## src/design/lgspm_pkg.sv

```systemverilog
// Types, constants and helpers of the letter graph meeting-point block.
package lgspm_pkg;

   localparam int NODES    = 26;
   localparam int NODE_W   = (NODES > 1) ? $clog2(NODES) : 1;
   localparam int ADDR_W   = $clog2(NODES * NODES);
   localparam int SYM_W    = 5;
   localparam int WGT_W    = 10;
   localparam int DIST_W   = 17;
   localparam int COST_W   = 16;
   localparam int TOTAL_W  = 32;

   localparam logic [DIST_W-1:0]  UNREACH   = {DIST_W{1'b1}};
   localparam logic [DIST_W-1:0]  DIST_MAX  = {1'b0, {COST_W{1'b1}}};
   localparam logic [TOTAL_W-1:0] TOTAL_MAX = {TOTAL_W{1'b1}};

   typedef logic [NODE_W-1:0] node_type;
   typedef logic [ADDR_W-1:0] addr_type;
   typedef logic [DIST_W-1:0] dist_type;

   typedef enum logic [1:0] {
      MODE_CLEAR = 2'd0,
      MODE_EDGE  = 2'd1,
      MODE_CLOSE = 2'd2,
      MODE_QUERY = 2'd3
   } mode_type;

   typedef struct packed {
      logic     load;
      logic     clr_stats;
      logic     q_init;
      logic     clr_wr;
      logic     edge_rd;
      logic     edge_wr;
      logic     ik_rd;
      logic     ik_cap;
      logic     row_rd;
      logic     q_rd;
      logic     q_fin;
      node_type k;
      node_type i;
      node_type j;
   } cmd_type;

   typedef struct packed {
      logic ik_unreach;
      logic out_busy;
   } status_type;

   function automatic addr_type addr_of(node_type r, node_type c);
      return ADDR_W'(r) * ADDR_W'(NODES) + ADDR_W'(c);
   endfunction

endpackage

```

## src/design/lgspm_ctrl.sv

```systemverilog
// Controller: sequences clear sweeps, edge updates, closure and queries.
module lgspm_ctrl (
   input  logic                 clock,
   input  logic                 reset,
   input  logic                 req_valid,
   output logic                 req_ready,
   input  logic [1:0]           req_mode,
   input  lgspm_pkg::status_type status,
   output lgspm_pkg::cmd_type    cmd
);

   typedef enum logic [3:0] {
      S_CLR, S_IDLE, S_EDGE_RD, S_EDGE_WR, S_IK_RD, S_IK_CAP,
      S_ROW, S_ROW_END, S_Q_RD, S_Q_END, S_Q_FIN
   } state_type;

   localparam lgspm_pkg::node_type LAST = lgspm_pkg::NODE_W'(lgspm_pkg::NODES - 1);

   state_type           state_ff;
   lgspm_pkg::node_type k_ff, i_ff, j_ff;
   lgspm_pkg::mode_type mode;

   assign mode      = lgspm_pkg::mode_type'(req_mode);
   assign req_ready = (state_ff == S_IDLE);

   always_ff @(posedge clock) begin
      if (reset) begin
         state_ff <= S_CLR;
         k_ff     <= '0;
         i_ff     <= '0;
         j_ff     <= '0;
      end else begin
         unique case (state_ff)
            S_CLR: begin
               if (j_ff == LAST) begin
                  j_ff <= '0;
                  if (i_ff == LAST) begin
                     i_ff     <= '0;
                     state_ff <= S_IDLE;
                  end else begin
                     i_ff <= i_ff + 1'b1;
                  end
               end else begin
                  j_ff <= j_ff + 1'b1;
               end
            end
            S_IDLE: begin
               if (req_valid) begin
                  k_ff <= '0;
                  i_ff <= '0;
                  j_ff <= '0;
                  unique case (mode)
                     lgspm_pkg::MODE_CLEAR: state_ff <= S_CLR;
                     lgspm_pkg::MODE_EDGE:  state_ff <= S_EDGE_RD;
                     lgspm_pkg::MODE_CLOSE: state_ff <= S_IK_RD;
                     lgspm_pkg::MODE_QUERY: state_ff <= S_Q_RD;
                     default:               state_ff <= S_IDLE;
                  endcase
               end
            end
            S_EDGE_RD: state_ff <= S_EDGE_WR;
            S_EDGE_WR: state_ff <= S_IDLE;
            S_IK_RD:   state_ff <= S_IK_CAP;
            S_IK_CAP: begin
               j_ff     <= '0;
               state_ff <= status.ik_unreach ? S_ROW_END : S_ROW;
            end
            S_ROW: begin
               if (j_ff == LAST) begin
                  state_ff <= S_ROW_END;
               end else begin
                  j_ff <= j_ff + 1'b1;
               end
            end
            S_ROW_END: begin
               if (i_ff == LAST) begin
                  i_ff <= '0;
                  if (k_ff == LAST) begin
                     state_ff <= S_IDLE;
                  end else begin
                     k_ff     <= k_ff + 1'b1;
                     state_ff <= S_IK_RD;
                  end
               end else begin
                  i_ff     <= i_ff + 1'b1;
                  state_ff <= S_IK_RD;
               end
            end
            S_Q_RD: begin
               if (j_ff == LAST) begin
                  state_ff <= S_Q_END;
               end else begin
                  j_ff <= j_ff + 1'b1;
               end
            end
            S_Q_END: state_ff <= S_Q_FIN;
            S_Q_FIN: begin
               if (!status.out_busy) begin
                  state_ff <= S_IDLE;
               end
            end
            default: state_ff <= S_CLR;
         endcase
      end
   end

   always_comb begin
      cmd           = '0;
      cmd.k         = k_ff;
      cmd.i         = i_ff;
      cmd.j         = j_ff;
      cmd.load      = (state_ff == S_IDLE) && req_valid;
      cmd.clr_stats = cmd.load && (mode == lgspm_pkg::MODE_CLEAR);
      cmd.q_init    = cmd.load && (mode == lgspm_pkg::MODE_QUERY);
      cmd.clr_wr    = (state_ff == S_CLR);
      cmd.edge_rd   = (state_ff == S_EDGE_RD);
      cmd.edge_wr   = (state_ff == S_EDGE_WR);
      cmd.ik_rd     = (state_ff == S_IK_RD);
      cmd.ik_cap    = (state_ff == S_IK_CAP);
      cmd.row_rd    = (state_ff == S_ROW);
      cmd.q_rd      = (state_ff == S_Q_RD);
      cmd.q_fin     = (state_ff == S_Q_FIN) && !status.out_busy;
   end

endmodule

```

## config.mk

```make
export PLATFORM = sky130hd
export DESIGN_NAME = lgspm_ctrl
export DESIGN_NICKNAME = d
export VERILOG_FILES = /design/src/design/lgspm_pkg.sv /design/src/design/lgspm_ctrl.sv
export SDC_FILE = /design/constraint.sdc
export NUM_CORES = 1
export LEC_CHECK = 0
export BUFFER_PORTS_ARGS = -buffer_cell sky130_fd_sc_hd__buf_2
export CORE_MARGIN = 2
export CORE_UTILIZATION = 59
export CTS_BUF_LIST = sky130_fd_sc_hd__clkbuf_8
export DETAILED_ROUTE_END_ITERATION = 8
export PLACE_DENSITY = 0.92
export SLEW_MARGIN = 10
export SYNTH_ARGS = -nofsm -noshare
export SYNTH_HDL_FRONTEND = slang
export SYNTH_SLANG_ARGS = --single-unit
export TNS_END_PERCENT = 100
```

## constraint.sdc

```tcl
create_clock -name clock -period 3 [get_ports clock]
set_input_delay 0 -clock clock [delete_from_list [all_inputs] [get_ports clock]]
set_output_delay 0 -clock clock [all_outputs]
set_load 0.05 [all_outputs]
```

==> reports/metrics.cfg <==
[detailed_routing]
firstDrtPassIters=4
vias=1411
drc=0
routed_wirelength_mm=3.33
vias_per_cell=6.22
ant_nets=0
first_iter_violations=50
wl_per_cell_um=14.7

[clocking]
cts-buffers-inserted=3
post_cts_buffers=0
clock_sinks=19
cts_root_buffer=clkbuf_8
clkLatencyLatePin_ns=0.26
cts_buffer_depth=2
clkTransAtPathRegs_ns=0.08
cts_resized=0
htree_levels=1
cts_hold_buf=0
cts_tree=built

[run_status]
outcome=finished, final reports clean

[critical_path]
slowest_delay_ns=0.70
path_cells=or4b_1, a221oi_1, a211oi_1
critPathTopFamily=compound AO/OA/AOI/OAI gates
critPathCaptureType=register
critPathMaxFanout=20
arrival_ns=2.31
critPathSlowestCell=dfxtp_1
r2r_slack_ns=0.79
cp-start-kind=register
reg2reg_from=state_ff[0]
cp.required_ns=3.11
critical_path_class=reg -> reg
reg2regPathDepth=3
crit_buf_inv=0
reg2reg_to=i_ff[3]
crit_path_start=state_ff[0]

[grt]
track_usage_pct=26.8
grt_max_degree=26
grt_pass1_wl_mm=5.61
grt_pass1_vias=1278
antenna_found_initial=0
overflow=0

[logic_synthesis]
ys_seq_area_share_pct=27.6
synth_edf_count=0
syn-instance-count=172
synth.area.top_cells=dfxtp_1 28%, ha_1 5.5%, a21oi_1 4.4%, nand2_1 4.1%, nand2b_1 4.1%
synthDistinctLibCells=46
yosys_warnings=0
ys.flop_type=dfxtp_1
synth_most_common_cell=dfxtp_1
synth_area_leader_cell=dfxtp_1
synth_area_sq_um=1380
syn_avg_cell_area_sq_um=8.00
synth_top_area_share_pct=27.6
ys_top_cells_by_count=19 x dfxtp_1, 15 x nand2_1, 12 x a21oi_1, 10 x inv_1, 9 x nand2b_1
synth_nets=185
synthArstFlopShare_pct=0
synth-seq-cells=19

[sta]
finClkSkew_ns=0.00480
period_share_pct=73.6
setup_viol=0
report.final.hold_viol_count=0
grt_setup_unrepaired=false
worst_slew_pin_slew_ns=0.818
fin_setup_tns_ns=0
max_freq_ghz=0.453
fin_crit_ns=2.21
drv_slew=0
hold_ws_ns=0.0932
slew_headroom_pct=45.5

[die]
dieArea_sq_um=2740
die_h_um=52.3
rows=17
io_pins=34
initial_core_util_pct=62.2
fp.dieW_um=52.3
core_region_area_sq_um=2210

[layout]
area_growth_pct=14.7
n_antenna_cell=0
nets=213
drive_gt1_share_pct=22.6

[power_and_ir_drop]
power_leakage_nw=0.635
power.density_nw_per_um2=367
peakVddDrop_v=0.000267

[min_path]
worstHoldPathCells=2
hp-start=reset
holdPathEnd=k_ff[1]
hold_class=in -> reg

[run]
cap_violations=0

[placement]
dp_hpwl_mm=2.47
port-buffer-count=33
gp_congestion=0.856

[worst max-delay path by stage]
stage                          to  slack, ns  cells past startpoint
after floorplan           i_ff[0]       0.53                      5
after global placement    k_ff[3]       0.95                      5
after detailed placement  i_ff[3]       0.85                      3
after CTS                 k_ff[4]       0.82                      5
after global routing      j_ff[2]       0.65                      4
final                     i_ff[3]       0.79                      3
[worst reg2reg max path, delay by kind of cell (launching register included)]
kind | cells | cell delay, ns
AOI/OAI and AO/OA | 2 | 0.79
and+or+nand+nor | 1 | 0.56
DFF | 1 | 0.70
[logic make-up (layout without fill, tap and decap cells)]
kind of cell | after synthesis | after routing | synth area share [%]
buf+inv | 23 | 50 | 7.18
flops | 19 | 19 | 27.6
compound gates | 46 | 46 | 24.4
fa+ha+maj | 6 | 6 | 5.45
mux | 3 | 3 | 2.18
simple gates | 75 | 75 | 33.2
[routing by layer]
metal / part of all wire [%] / GRT usage, %
met1: 44 / 35.4
met2: 50 / 45.8
met3: 5.9 / 2.86
met4: 0.57 / 7.69
met5: 0 / 0
[cells in the final DEF (no fill, tap or decap), types with 2 or more instances in the layout]
cell type,n
inv_2,3
nand3_1,6
and4b_1,3
inv_1,10
ha_1,6
nand4b_1,3
mux2i_1,3
a21o_1,2
dfxtp_1,19
or3_1,8
o21ai_0,5
nor2_1,6
or4b_1,2
nand2b_1,9
or3b_1,2
or4_1,5
clkbuf_8,3
nand2_1,15
a221oi_1,2
a21oi_1,12
buf_2,33
a211oi_1,6
o31ai_1,6
nor2b_1,3
nor3_1,6
[final cells by class]
cell class	count	area (sq um)
Clock buffer	3	41.3
Clock inverter	1	5.00
Fill cell	181	633
Inverter	13	48.8
Multi-Input combinational cell	130	903
Sequential cell	19	380
Tap cell	28	35.0
Timing Repair Buffer	33	165
[metrics by stage]
stage               setup WS, ns  instance area [sq um]  total power [mW]  util, %  instances
global route               0.650                   1580             0.608     71.4        227
floorplan                  0.534                   1380             0.372        -        172
finish                     0.793                   1580             0.580     71.4        227
CTS                        0.823                   1580             0.578     71.4        227
global placement           0.951                   1530             0.394     69.3        223
detailed placement         0.847                   1530             0.399     69.3        223
[power by group]
group          total (mW)  leakage, nW  internal, mW  switching [mW]
combinational       0.120        0.456        0.0384          0.0811
clock               0.185       0.0255        0.0925          0.0927
sequential          0.275        0.154         0.259          0.0160
[state kept, by name, summed over array words and instances (netlist names)]
register  cells
i_ff          5
state_ff      4
j_ff          5
k_ff          5
Note: power is estimated with default switching activity, not from simulation.
